## src/rtl/pulse_blink_output_controller_top_assert.svh

```systemverilog
// ----------------------------------------------------------------------------
// Assertion macros
// Shared concurrent assertion forms for the pulse/blink output controller.
// ----------------------------------------------------------------------------
`ifndef PULSE_BLINK_OUTPUT_CONTROLLER_TOP_ASSERT_SVH
`define PULSE_BLINK_OUTPUT_CONTROLLER_TOP_ASSERT_SVH

// same-cycle implication, checked out of reset
`define PBOC_ASSERT_NOW(lbl, clk, rst_n, ante, cons) \
    lbl: assert property (@(posedge clk) disable iff (!(rst_n)) (ante) |-> (cons)) \
        else $error("pboc assertion failed");

// next-cycle implication, checked out of reset
`define PBOC_ASSERT_NEXT(lbl, clk, rst_n, ante, cons) \
    lbl: assert property (@(posedge clk) disable iff (!(rst_n)) (ante) |=> (cons)) \
        else $error("pboc assertion failed");

`endif

```

## src/rtl/pboc_pkg.sv

```systemverilog
// ----------------------------------------------------------------------------
// pboc_pkg
// Types and constants for the pulse/blink output controller.
// ----------------------------------------------------------------------------
package pboc_pkg;

    localparam int LEN_W    = 32;
    localparam int COUNT_W  = 8;
    localparam int CYCLES_W = 7;
    localparam int PADDR_W  = 3;
    localparam int PDATA_W  = 32;

    localparam logic ACTIVE_LEVEL_RST = 1'b1;
    localparam logic [PADDR_W-3:0] REG_ACTIVE_LEVEL = '0;

    typedef enum logic [1:0] {
        OP_TICK        = 2'd0,
        OP_START_PULSE = 2'd1,
        OP_START_BLINK = 2'd2,
        OP_STOP        = 2'd3
    } t_op;

    typedef enum logic [1:0] {
        MODE_IDLE  = 2'd0,
        MODE_PULSE = 2'd1,
        MODE_BLINK = 2'd2
    } t_mode;

endpackage

```

## src/rtl/pulse_blink_output_controller_top.sv

```systemverilog
// ----------------------------------------------------------------------------
// pulse_blink_output_controller_top
// Single-pin controller: idle, one-shot pulse or blinking, driven by commands.
// ----------------------------------------------------------------------------
// Takes one transaction per clock: each command (tick, start pulse, start
// blink, stop) updates the mode state and writes one result into the output
// register in the same cycle, so a result is available in the cycle after
// acceptance. The input is ready whenever the output register is empty or
// being drained, giving one transaction per cycle under no back-pressure.
// The active level is written through the APB port at byte address 0.
`include "pulse_blink_output_controller_top_assert.svh"

module pulse_blink_output_controller_top (
    input  logic                              i_clk,
    input  logic                              i_rst_n,
    // command channel
    input  logic                              i_in_valid,
    output logic                              o_in_ready,
    input  logic [1:0]                        i_operation,
    input  logic [pboc_pkg::LEN_W-1:0]        i_pulse_length,
    input  logic [pboc_pkg::LEN_W-1:0]        i_on_length,
    input  logic [pboc_pkg::LEN_W-1:0]        i_off_length,
    input  logic signed [pboc_pkg::COUNT_W-1:0] i_cycle_count,
    // result channel
    output logic                              o_out_valid,
    input  logic                              i_out_ready,
    output logic                              o_pin_level,
    output logic                              o_busy_res,
    // configuration
    input  logic                              psel,
    input  logic                              penable,
    input  logic                              pwrite,
    input  logic [pboc_pkg::PADDR_W-1:0]      paddr,
    input  logic [pboc_pkg::PDATA_W-1:0]      pwdata,
    output logic [pboc_pkg::PDATA_W-1:0]      prdata,
    output logic                              pready
);

    localparam logic [pboc_pkg::LEN_W-1:0] LEN_MAX = '1;

    pboc_pkg::t_mode              r_mode, n_mode;
    logic                         r_lit, n_lit;
    logic [pboc_pkg::LEN_W-1:0]   r_elapsed, n_elapsed;
    logic [pboc_pkg::LEN_W-1:0]   r_pulse_len, n_pulse_len;
    logic [pboc_pkg::LEN_W-1:0]   r_on_len, n_on_len;
    logic [pboc_pkg::LEN_W-1:0]   r_off_len, n_off_len;
    logic [pboc_pkg::CYCLES_W-1:0] r_cycles_left, n_cycles_left;
    logic                         r_limited, n_limited;
    logic                         r_active_level;
    logic                         r_out_valid;
    logic                         r_pin_level;
    logic                         r_busy;

    logic                         in_accept;
    logic                         cfg_write;
    logic [pboc_pkg::LEN_W-1:0]   elapsed_inc;
    logic [pboc_pkg::CYCLES_W-1:0] cycles_dec;
    pboc_pkg::t_op                op;

    assign op          = pboc_pkg::t_op'(i_operation);
    assign o_in_ready  = !r_out_valid || i_out_ready;
    assign in_accept   = i_in_valid && o_in_ready;
    assign elapsed_inc = (r_elapsed == LEN_MAX) ? r_elapsed : r_elapsed + 1'b1;
    assign cycles_dec  = (r_cycles_left != '0) ? r_cycles_left - 1'b1 : r_cycles_left;

    // APB
    assign pready    = 1'b1;
    assign cfg_write = psel && penable && pwrite && pready;
    assign prdata    = (paddr[pboc_pkg::PADDR_W-1:2] == pboc_pkg::REG_ACTIVE_LEVEL) ?
                       {{(pboc_pkg::PDATA_W-1){1'b0}}, r_active_level} : '0;

    always_ff @(posedge i_clk) begin
        if (!i_rst_n) begin
            r_active_level <= pboc_pkg::ACTIVE_LEVEL_RST;
        end else if (cfg_write &&
                     paddr[pboc_pkg::PADDR_W-1:2] == pboc_pkg::REG_ACTIVE_LEVEL) begin
            r_active_level <= pwdata[0];
        end
    end

    // next state
    always_comb begin
        n_mode        = r_mode;
        n_lit         = r_lit;
        n_elapsed     = r_elapsed;
        n_pulse_len   = r_pulse_len;
        n_on_len      = r_on_len;
        n_off_len     = r_off_len;
        n_cycles_left = r_cycles_left;
        n_limited     = r_limited;
        if (in_accept) begin
            unique case (op)
                pboc_pkg::OP_TICK: begin
                    n_elapsed = elapsed_inc;
                    unique case (r_mode)
                        pboc_pkg::MODE_PULSE: begin
                            if (elapsed_inc >= r_pulse_len) begin
                                n_mode        = pboc_pkg::MODE_IDLE;
                                n_lit         = 1'b0;
                                n_elapsed     = '0;
                                n_cycles_left = '0;
                                n_limited     = 1'b0;
                            end
                        end
                        pboc_pkg::MODE_BLINK: begin
                            if (r_lit) begin
                                if (elapsed_inc >= r_on_len) begin
                                    n_lit     = 1'b0;
                                    n_elapsed = '0;
                                end
                            end else if (elapsed_inc >= r_off_len) begin
                                n_lit     = 1'b1;
                                n_elapsed = '0;
                                if (r_limited) begin
                                    n_cycles_left = cycles_dec;
                                    if (cycles_dec == '0) begin
                                        n_mode    = pboc_pkg::MODE_IDLE;
                                        n_lit     = 1'b0;
                                        n_limited = 1'b0;
                                    end
                                end
                            end
                        end
                        default: begin
                        end
                    endcase
                end
                pboc_pkg::OP_START_PULSE: begin
                    if (r_mode != pboc_pkg::MODE_PULSE) begin
                        n_mode        = pboc_pkg::MODE_PULSE;
                        n_lit         = 1'b1;
                        n_elapsed     = '0;
                        n_cycles_left = '0;
                        n_limited     = 1'b0;
                        n_pulse_len   = i_pulse_length;
                    end
                end
                pboc_pkg::OP_START_BLINK: begin
                    if (r_mode != pboc_pkg::MODE_BLINK) begin
                        n_mode        = pboc_pkg::MODE_BLINK;
                        n_lit         = 1'b1;
                        n_elapsed     = '0;
                        n_on_len      = i_on_length;
                        n_off_len     = i_off_length;
                        if (i_cycle_count > 0) begin
                            n_limited     = 1'b1;
                            n_cycles_left = i_cycle_count[pboc_pkg::CYCLES_W-1:0];
                        end else begin
                            n_limited     = 1'b0;
                            n_cycles_left = '0;
                        end
                    end
                end
                pboc_pkg::OP_STOP: begin
                    n_mode        = pboc_pkg::MODE_IDLE;
                    n_lit         = 1'b0;
                    n_elapsed     = '0;
                    n_cycles_left = '0;
                    n_limited     = 1'b0;
                end
                default: begin
                end
            endcase
        end
    end

    always_ff @(posedge i_clk) begin
        if (!i_rst_n) begin
            r_mode        <= pboc_pkg::MODE_IDLE;
            r_lit         <= 1'b0;
            r_elapsed     <= '0;
            r_pulse_len   <= '0;
            r_on_len      <= '0;
            r_off_len     <= '0;
            r_cycles_left <= '0;
            r_limited     <= 1'b0;
        end else begin
            r_mode        <= n_mode;
            r_lit         <= n_lit;
            r_elapsed     <= n_elapsed;
            r_pulse_len   <= n_pulse_len;
            r_on_len      <= n_on_len;
            r_off_len     <= n_off_len;
            r_cycles_left <= n_cycles_left;
            r_limited     <= n_limited;
        end
    end

    // result register
    always_ff @(posedge i_clk) begin
        if (!i_rst_n) begin
            r_out_valid <= 1'b0;
        end else if (in_accept) begin
            r_out_valid <= 1'b1;
        end else if (i_out_ready) begin
            r_out_valid <= 1'b0;
        end
    end

    always_ff @(posedge i_clk) begin
        if (in_accept) begin
            r_pin_level <= n_lit ? r_active_level : !r_active_level;
            r_busy      <= (n_mode != pboc_pkg::MODE_IDLE);
        end
    end

    assign o_out_valid = r_out_valid;
    assign o_pin_level = r_pin_level;
    assign o_busy_res  = r_busy;

    // assertions
    `PBOC_ASSERT_NOW(a_idle_is_dark, i_clk, i_rst_n,
        r_mode == pboc_pkg::MODE_IDLE, !r_lit)
    `PBOC_ASSERT_NOW(a_limited_in_blink, i_clk, i_rst_n,
        r_limited, r_mode == pboc_pkg::MODE_BLINK && r_cycles_left != '0)
    `PBOC_ASSERT_NEXT(a_stop_clears, i_clk, i_rst_n,
        in_accept && op == pboc_pkg::OP_STOP,
        r_mode == pboc_pkg::MODE_IDLE && r_elapsed == '0 && !r_limited)
    `PBOC_ASSERT_NEXT(a_result_matches_state, i_clk, i_rst_n,
        in_accept, o_out_valid && o_busy_res == (r_mode != pboc_pkg::MODE_IDLE))

endmodule
```

## config.mk

```make
export PLATFORM = sky130hd
export DESIGN_NAME = pulse_blink_output_controller_top
export DESIGN_NICKNAME = d
export VERILOG_FILES = /design/src/rtl/pboc_pkg.sv /design/src/rtl/pulse_blink_output_controller_top.sv
export VERILOG_INCLUDE_DIRS = /design/src /design/src/rtl
export SDC_FILE = /design/constraint.sdc
export NUM_CORES = 1
export LEC_CHECK = 0
export ABC_AREA = 0
export BUFFER_PORTS_ARGS = -buffer_cell sky130_fd_sc_hd__buf_2
export CAP_MARGIN = 20
export CORE_MARGIN = 5
export CORE_UTILIZATION = 40
export CTS_CLUSTER_DIAMETER = 80
export DETAILED_ROUTE_END_ITERATION = 8
export GPL_ROUTABILITY_DRIVEN = 1
export GPL_TIMING_DRIVEN = 0
export PLACE_DENSITY = 0.71
export SYNTH_ARGS = -nofsm -noshare
export SYNTH_HDL_FRONTEND = slang
export SYNTH_SLANG_ARGS = --single-unit
```

## constraint.sdc

```tcl
create_clock -name i_clk -period 4.7 [get_ports i_clk]
set_input_delay 0.94 -clock i_clk [delete_from_list [all_inputs] [get_ports i_clk]]
set_output_delay 0.94 -clock i_clk [all_outputs]
set_load 0.02 [all_outputs]
```

==> results of run 1 <==
## sequential cells by signal, summed over array words and instances (netlist names), 2 cells and up
signal and flops:
r_on_len 32, r_pulse_len 32, r_mode 2, r_elapsed 32, r_off_len 32, r_cycles_left 7
## cell type report
class | instances | area, um^2 | area share, %
Buffer | 76 | 414 | 3.73
Clock buffer | 22 | 464 | 4.18
Clock inverter | 10 | 185 | 1.67
Inverter | 110 | 413 | 3.72
Multi-Input combinational cell | 833 | 5710 | 51.4
Sequential cell | 143 | 2890 | 26.0
Tap cell | 285 | 357 | 3.21
Timing Repair Buffer | 129 | 671 | 6.04
## final timing paths
path	start	end	slack, ns	cells past startpoint
max	r_elapsed[28]$_SDFFE_PN0P_	r_cycles_left[4]$_SDFFE_PN0P_	0.14	17
min	r_on_len[4]$_SDFFE_PN0P_	r_on_len[4]$_SDFFE_PN0P_	0.46	2
max reg2reg	r_elapsed[28]$_SDFFE_PN0P_	r_cycles_left[4]$_SDFFE_PN0P_	0.14	17
min reg2reg	r_on_len[4]$_SDFFE_PN0P_	r_on_len[4]$_SDFFE_PN0P_	0.46	2
## worst reg2reg max path, cell delays in order (launching register included)
cell and delay (ns):
dfxtp_2 0.40, nand3_4 0.12, or4_4 0.60, buf_4 0.18, and3_1 0.18, and3_1 0.22
xor2_2 0.18, ha_1 0.32, nand4_2 0.16, nor4_4 0.32, buf_4 0.18, o2111ai_2 0.18
a31oi_4 0.23, nor2_2 0.11, or4b_1 0.53, buf_2 0.19, a221oi_2 0.26, nor3b_1 0.07
## Yosys cell counts, types with 8 or more instances
cell type    n
nor3_1      18
a21boi_0    97
ha_1       105
nand2_1    243
a22o_1      30
xor2_1      10
nand3_1     24
buf_4       32
a21oi_1     41
xnor2_1     24
inv_1      110
and2_1       8
nand4_1     16
and3_1      10
o22ai_1     12
nor2_1      26
dfxtp_1    141
clkbuf_1    39
o21ai_0     27
and4_1      13
## through the flow
stage	TNS (ns)	instances	setup slack [ns]	hold WS, ns	cell area [um^2]
after detailed placement	-10.50	1569	-0.477	0.457	10100
after global routing	-0.0190	1608	-0.0108	0.488	11100
after global placement	-8.71	1569	-0.410	0.451	10100
after CTS	0	1605	0.0137	0.465	10900
after floorplan	0	1165	0.574	0.442	9180
final	0	1608	0.145	0.463	11100
## cell families (layout without fill, tap and decap cells)
logic type	Yosys count	count (layout)	synth area share, %
flip-flops	143	143	31.8
AO/OA/AOI/OAI	261	261	20.6
buffers and inverters	189	347	9.19
AND/OR/NAND/NOR	399	399	20.4
multiplexers	2	2	0.235
adder cells (fa/ha/maj)	105	105	14.5
other	2	32	0.0828
XOR/XNOR	34	34	3.28
## power breakdown
group	internal, uW	total (uW)	switching (uW)	leakage [uW]
logic	183	432	249	0.00314
registers	1250	1270	20.7	0.00116
clock network	970	1500	530	0.000314
total	2400	3200	800	0.00462
## timing repair
item,4_1_cts,5_1_grt
resized for setup,16,31
setup endpoints to repair,43,44
setup buffers,4,6
gates cloned,0,0
pin swaps,2,9
## per-layer routing
| layer | vias to the layer above | part of all wire [%] |
|---|---|---|
| met5 | - | 0 |
| met3 | 42 | 6.6 |
| met4 | 0 | 2.4 |
| met2 | 293 | 47 |
| li1 | 4187 | - |
| met1 | 3781 | 44 |
==> impl_metrics.ini, run 1 <==
[status]
status = completed

[sta]
tightest_slew_ns = 1.09
finClkSkew_ns = 0.0108
drv_slew = 0
period_minus_slack_ns = 4.56
timing.final.crit_share_pct = 96.9
slew_headroom_pct = 26.9
hold_viol = 0
fmax_mhz = 220
setup_viol = 0

[cells_and_area]
diodes = 0
syn2layout_area_growth_pct = 22.4
layout_common_cells = nand2_1 (243), dfxtp_1 (137), buf_2 (121)
mostFrequentLayoutCell = nand2_1
fillCellCount = 2166
nets = 1563
drive_above_1_share_pct = 18.4
utilization_pct = 49.3

[grt]
grt_busiest_layer = met2
track_usage_pct = 18.7
antenna_found_initial = 0
grt_pass1_wl_mm = 39.3
globalRouteMet2Util_pct = 31.1
grt_max_degree = 17
grt_overflow = 0
grtUsageMet1_pct = 24.3
gr-usage-met3_pct = 3.70
first_global_vias = 8057

[detailed_routing]
drc_errors = 0
drt_iter0_drc = 709
routed_wl_mm = 24.8
vias = 8303
drt-pass1-iter-count = 5
wl_per_cell_um = 15.4
ant_nets = 0
vias_per_cell = 5.16

[job]
drv_cap = 0

[floorplan]
core_um2 = 22500
die_w_um = 161
ioPinCount = 185
rows = 55
die_y_um = 161
dieArea_um2 = 25800
initial_core_util_pct = 40.3

[setup_path]
cp_data_arrival_time_ns = 4.87
critPathLaunchType = flip-flop
crit_fanout = 7
worst_path_largest_cell_delay_ns = 0.60
end_kind = flip-flop
worstSetupPathType = reg2reg
crit_family = simple AND/OR/NAND/NOR gates
path_buf_inv = 3
crit_path_top_delay_cell = or4_4
cp_cell_sequence = nand3_4, or4_4, buf_4, and3_1, and3_1, xor2_2, ha_1, nand4_2, nor4_4, buf_4, o2111ai_2, a31oi_4, nor2_2, or4b_1, buf_2, a221oi_2, nor3b_1
worstPathRequired_ns = 5.01

[yosys]
syn_area_per_cell_um2 = 7.99
synth_area_leaders = dfxtp_1 (31%), ha_1 (14%), nand2_1 (10%)
synth-seq-area-share_pct = 31.8
syn-instance-count = 1135
synthDistinctLibCells = 64
synth_top_area_cell = dfxtp_1
ys_ff_latch = 143
synth_edf_count = 2
synth-main-ff-cell = dfxtp_1
async_reset_ff_share_pct = 0
yosysTopAreaCellShare_pct = 31.1
yosysWarnings = 0
netlist_area_um2 = 9070

[clock_tree]
htree_levels = 4
cts_hold_buf = 0
cts_tree = built
cts.sinks = 143
cts_made_buffers = 17
clk_latency_ns = 0.43
cts-root-buf = clkbuf_16
clockBufferDepth = 2
clk_pin_slew_ns = 0.06

[pwr]
cellPowerDensity_nw_per_um2 = 289
total_power_uw = 3200
p_leak_uw = 0.00462
vdd_drop_max_mv = 0.189

[placement]
io_buffers = 119
routabilityCongestion = 0.885
hpwl_mm = 18.7

[worst_hold_path]
holdCritPathClass = reg2reg
No activity file was read; power rests on OpenSTA's default activity.
==> inputs of run 2 (changes only) <==
--- a/config.mk
+++ b/config.mk
@@ -16,6 +16,7 @@
 export GPL_ROUTABILITY_DRIVEN = 1
 export GPL_TIMING_DRIVEN = 0
 export PLACE_DENSITY = 0.71
+export REMOVE_ABC_BUFFERS = 1
 export SYNTH_ARGS = -nofsm -noshare
 export SYNTH_HDL_FRONTEND = slang
 export SYNTH_SLANG_ARGS = --single-unit
==> run 2 against run 1 <==
Effect of this change: core utilization shrank 1.8 points; setup slack worse by 0.0070 ns; non-clock buffer count is 80 lower; hold slack worse by 0.0033 ns; final cell count down 5.0%; sequential power barely moved; clock power grew 4%; wire length shrank 8.4%; sequential share of layout area increased by 0.97 points; total power increased by 0.53%; clock-buffer cell count fell by 1; critical path type unchanged; highest routed layer unchanged.
==> impl_metrics.ini, run 2 (same netlist as run 1, synthesis figures left out) <==
[grt]
antenna_found_initial = 0
grt_pass1_wl_mm = 36.8
track_usage_pct = 17.2
grt_overflow = 0
first_global_vias = 7699
grt_max_degree = 62

[cells_and_area]
drive_above_1_share_pct = 16.5
diodes = 0
nets = 1484
layout_common_cells = nand2_1 (243), dfxtp_1 (136), buf_2 (118)
fin_cells = 1528
utilization_pct = 47.6
syn2layout_area_growth_pct = 18.1
mostFrequentLayoutCell = nand2_1

[status]
status = completed

[setup_path]
crit_path_top_delay_cell = or4_1
crit_fanout = 8
cp_data_arrival_time_ns = 4.88
path_buf_inv = 3
worstSetupPathType = reg2reg
cp_cell_sequence = nand3_2, or4_4, o31ai_4, buf_4, inv_1, nand3_1, xnor2_1, ha_1, and4_1, nand2_1, or4_1, a31oi_2, o22ai_1, a22oi_2, buf_4, o21ai_0, a21bo_2
path_common_cell = buf_4
worstPathRequired_ns = 5.01
crit_family = simple AND/OR/NAND/NOR gates
end_kind = flip-flop
critPathLaunchType = flip-flop
worst_path_largest_cell_delay_ns = 0.59

[floorplan]
dieArea_um2 = 25800
initial_core_util_pct = 40.3
die_y_um = 161
die_w_um = 161
ioPinCount = 185
rows = 55
core_um2 = 22500

[pwr]
p_leak_uw = 0.00435
total_power_uw = 3220
cellPowerDensity_nw_per_um2 = 301
vdd_drop_max_mv = 0.224

[detailed_routing]
ant_nets = 0
routed_wl_mm = 22.7
drc_errors = 0
vias = 7894
drt_iter0_drc = 525
drt-pass1-iter-count = 5
wl_per_cell_um = 14.9
vias_per_cell = 5.17

[placement]
routabilityCongestion = 0.847
io_buffers = 119
hpwl_mm = 16.4
place_inst = 1493

[clock_tree]
htree_levels = 4
clk_pin_slew_ns = 0.06
cts_made_buffers = 17
cts.sinks = 143
cts-root-buf = clkbuf_16
cts_tree = built
clockBufferDepth = 2
clk_latency_ns = 0.42

[sta]
fmax_mhz = 219
finClkSkew_ns = 0.00740
hold_viol = 0
setup_viol = 0
drv_slew = 0
timing.final.crit_share_pct = 97.1
fin_setup_tns_ns = 0
timing.hold.ws_ns = 0.459
tightest_slew_ns = 1.03
period_minus_slack_ns = 4.56
slew_headroom_pct = 31.4

[job]
drv_cap = 0

[worst_hold_path]
holdCritPathClass = reg2reg
## run 2: cell types whose count changed in the layout (fill, tap and decap cells not counted), moves of 2 or more
cell	before	now
clkbuf_1	37	1
buf_1	5	0
buf_12	0	2
xnor2_2	8	3
xnor2_1	16	21
buf_4	42	4
nor2_1	24	21
nor2_4	1	4
nand3_2	1	3
buf_2	121	118
clkbuf_2	2	0
## run 2: worst reg2reg max path, cell delays in order (launching register included)
cell	delay, ns
dfxtp_2	0.38
nand3_2	0.14
or4_4	0.58
o31ai_4	0.27
buf_4	0.18
inv_1	0.08
nand3_1	0.11
xnor2_1	0.16
ha_1	0.34
and4_1	0.22
nand2_1	0.07
or4_1	0.59
a31oi_2	0.36
o22ai_1	0.27
a22oi_2	0.20
buf_4	0.19
o21ai_0	0.08
a21bo_2	0.22
## run 2: per-layer routing
metal | vias up | track usage (%) | share of wire, % | wire length [um]
met1 | 3588 | 21.6 | 45 | 10300
met4 | 0 | 4.15 | 1.4 | 308
met3 | 23 | 4.31 | 5.7 | 1290
met5 | - | 0 | 0 | 0
met2 | 242 | 29.8 | 48 | 10900
li1 | 4041 | - | - | -
## run 2: what timing repair did
action,CTS,global route
resized for setup,14,27
hold buffers,0,0
endpoints found under the setup margin,44,45
pin swaps,1,8
setup buffers,0,3
gates cloned,0,1
## run 2: worst paths after layout
check                         startpoint                           to  slack (ns)  cells after the start
max reg2reg   r_elapsed[28]$_SDFFE_PN0P_   r_elapsed[11]$_SDFFE_PN0P_        0.14                     17
min reg2reg  r_pulse_len[4]$_SDFFE_PN0P_  r_pulse_len[4]$_SDFFE_PN0P_        0.46                      2
max           r_elapsed[28]$_SDFFE_PN0P_   r_elapsed[11]$_SDFFE_PN0P_        0.14                     17
min          r_pulse_len[4]$_SDFFE_PN0P_  r_pulse_len[4]$_SDFFE_PN0P_        0.46                      2
## run 2: per-stage QoR
step / setup slack, ns / instance area, um^2
after floorplan: 0.440 / 8760
after global routing: -0.0164 / 10700
final: 0.138 / 10700
after global placement: -0.864 / 9710
after detailed placement: -0.873 / 9800
after CTS: -0.0156 / 10600
## run 2: power breakdown
| group | internal (uW) | switching (uW) |
|---|---|---|
| logic | 153 | 233 |
| registers | 1250 | 20.7 |
| clock network | 1040 | 528 |
| total | 2440 | 781 |
## run 2: cell type report
type | count | area [um^2]
sequential | 143 | 2890
clock buffer | 21 | 470
multi-input combinational | 834 | 5680
fill | 2213 | 11800
inverter | 110 | 413
clock inverter | 10 | 208
tap | 285 | 357
timing repair buffer | 125 | 688
==> inputs of run 3 (changes only) <==
--- a/config.mk
+++ b/config.mk
@@ -13,9 +13,10 @@
 export CORE_UTILIZATION = 40
 export CTS_CLUSTER_DIAMETER = 80
 export DETAILED_ROUTE_END_ITERATION = 8
-export GPL_ROUTABILITY_DRIVEN = 1
+export GPL_ROUTABILITY_DRIVEN = 0
 export GPL_TIMING_DRIVEN = 0
 export PLACE_DENSITY = 0.71
+export RECOVER_POWER = 100
 export REMOVE_ABC_BUFFERS = 1
 export SYNTH_ARGS = -nofsm -noshare
 export SYNTH_HDL_FRONTEND = slang
==> run 3 against run 2 <==
Effect of this change: the run now ends with max-capacitance violations, max-slew violations left; sequential power hardly changed; clock-buffer cell count unchanged; setup slack better by 0.0082 ns; sequential cell count stayed put; critical path depth is the same; design area fell by 0.39%; die area stayed put; wire length down 0.28%; register-to-register slack is essentially flat; first-iteration DRC count increased by 0.95%; largest power group unchanged; via count is 0.41% lower; highest routed layer unchanged; combinational power about the same.
==> impl_metrics.ini, run 3 (same netlist as run 1, synthesis figures left out) <==
[grt]
grt_busiest_layer = met2
first_global_vias = 7699
track_usage_pct = 17.2
grtUsageMet1_pct = 21.6
antenna_found_initial = 0
grt_max_degree = 62
globalRouteMet2Util_pct = 29.8
grt_overflow = 0
grt_pass1_wl_mm = 36.8
gr-usage-met3_pct = 4.31

[status]
failed_checks = max-capacitance violations, max-slew violations
status = finished, violations left

[clock_tree]
clk_latency_ns = 0.42
htree_levels = 4
cts.sinks = 143
clk_pin_slew_ns = 0.06
cts_tree = built
clockBufferDepth = 2
cts_made_buffers = 17
cts-root-buf = clkbuf_16

[placement]
io_buffers = 119
hpwl_mm = 16.4
place_inst = 1493
place_area_um2 = 9800

[setup_path]
cp_data_arrival_time_ns = 4.87
worstPathRequired_ns = 5.02
end_kind = flip-flop
worstSetupPathType = reg2reg
crit_fanout = 8
critPathLaunchType = flip-flop

[pwr]
swShare_pct = 24.3
pwr-share-clk_pct = 48.6
p_switching_uw = 782
p_leak_uw = 0.00432
p_int_uw = 2440
cellPowerDensity_nw_per_um2 = 302
comb_power_share_pct = 11.9
power_frac_seq_pct = 39.5
vdd_drop_max_mv = 0.225

[sta]
hold_viol = 0
slew_headroom_pct = -36.9
setup_viol = 0
tightest_slew_ns = 2.05
finClkSkew_ns = 0.00754
period_minus_slack_ns = 4.55
timing.final.crit_share_pct = 96.9
fin_setup_tns_ns = 0
drv_slew = 89
fmax_mhz = 220

[cells_and_area]
multi_input_area_um2 = 5670
mostFrequentLayoutCell = nand2_1
syn2layout_area_growth_pct = 17.6
finalInstanceArea_um2 = 10700
fillCellCount = 2212
utilization_pct = 47.4
drive_above_1_share_pct = 15.8
fin_cells = 1528
regArea_um2 = 2890
nets = 1484
layout_common_cells = nand2_1 (243), dfxtp_1 (136), buf_2 (112)
diodes = 0

[detailed_routing]
vias_per_cell = 5.15
wl_per_cell_um = 14.8
drt-pass1-iter-count = 5
drc_errors = 0
vias = 7862
routed_wl_mm = 22.6
drt_iter0_drc = 530
ant_nets = 0

[floorplan]
ioPinCount = 185
die_w_um = 161
rows = 55
core_um2 = 22500
initial_core_util_pct = 40.3
die_y_um = 161
dieArea_um2 = 25800

[job]
drv_cap = 2

[worst_hold_path]
holdCritPathClass = reg2reg
## run 3: layout make-up
type                       count  share of cell area, %
multi-input combinational    834                   53.2
sequential                   143                   27.1
inverter                     110                   3.87
clock buffer                  21                   4.41
clock inverter                10                   1.95
timing repair buffer         125                   6.14
tap                          285                   3.34
## run 3: path summary, 6_finish.rpt
| path | cells past startpoint | end | startpoint | slack [ns] |
|---|---|---|---|---|
| setup / recovery | 17 | r_elapsed[11]$_SDFFE_PN0P_ | r_elapsed[28]$_SDFFE_PN0P_ | 0.15 |
| hold / removal | 2 | r_pulse_len[4]$_SDFFE_PN0P_ | r_pulse_len[4]$_SDFFE_PN0P_ | 0.46 |
| setup reg to reg | 17 | r_elapsed[11]$_SDFFE_PN0P_ | r_elapsed[28]$_SDFFE_PN0P_ | 0.15 |
| hold reg to reg | 2 | r_pulse_len[4]$_SDFFE_PN0P_ | r_pulse_len[4]$_SDFFE_PN0P_ | 0.46 |
## run 3: what timing repair did
action / CTS / global route
pin swaps: 1 / 8
cloned: 0 / 1
hold endpoints to repair: 0 / 0
endpoints found under the setup margin: 44 / 45
buffers inserted: 0 / 3
resized for setup: 14 / 27
hold buffers: 0 / 0
## run 3: metrics by stage
step | total power, uW | hold slack, ns | setup WS [ns]
6_report | 3220 | 0.460 | 0.146
5_1_grt | 3350 | 0.485 | -0.0164
4_1_cts | 3230 | 0.465 | -0.0156
3_5_place_dp | 1660 | 0.456 | -0.873
3_3_place_gp | 1650 | 0.455 | -0.864
2_1_floorplan | 1520 | 0.442 | 0.440
## run 3: critical path, cell delays in order, from the launching register on
cell and delay (ns):
dfxtp_2 0.38, nand3_2 0.14, or4_4 0.58, o31ai_4 0.27, buf_4 0.18, inv_1 0.08, nand3_1 0.10, xnor2_1 0.16
ha_1 0.34, and4_1 0.22, nand2_1 0.08, or4_1 0.59, a31oi_2 0.36, o22ai_1 0.26, a22oi_2 0.20, buf_4 0.19
o21ai_0 0.08, a21bo_2 0.22
## run 3: layer usage
layer,part of all wire [%],wire length [um]
met4,1.3,297
met2,48,10800
met5,0,0
met1,45,10200
met3,5.5,1250
## run 3: power groups by stage
stage               clock (uW)  combinational (uW)  sequential (uW)
floorplan                    0                 224             1290
detailed placement           0                 364             1300
finish                    1570                 383             1270
global route              1650                 429             1270
CTS                       1590                 374             1270
global placement             0                 355             1290
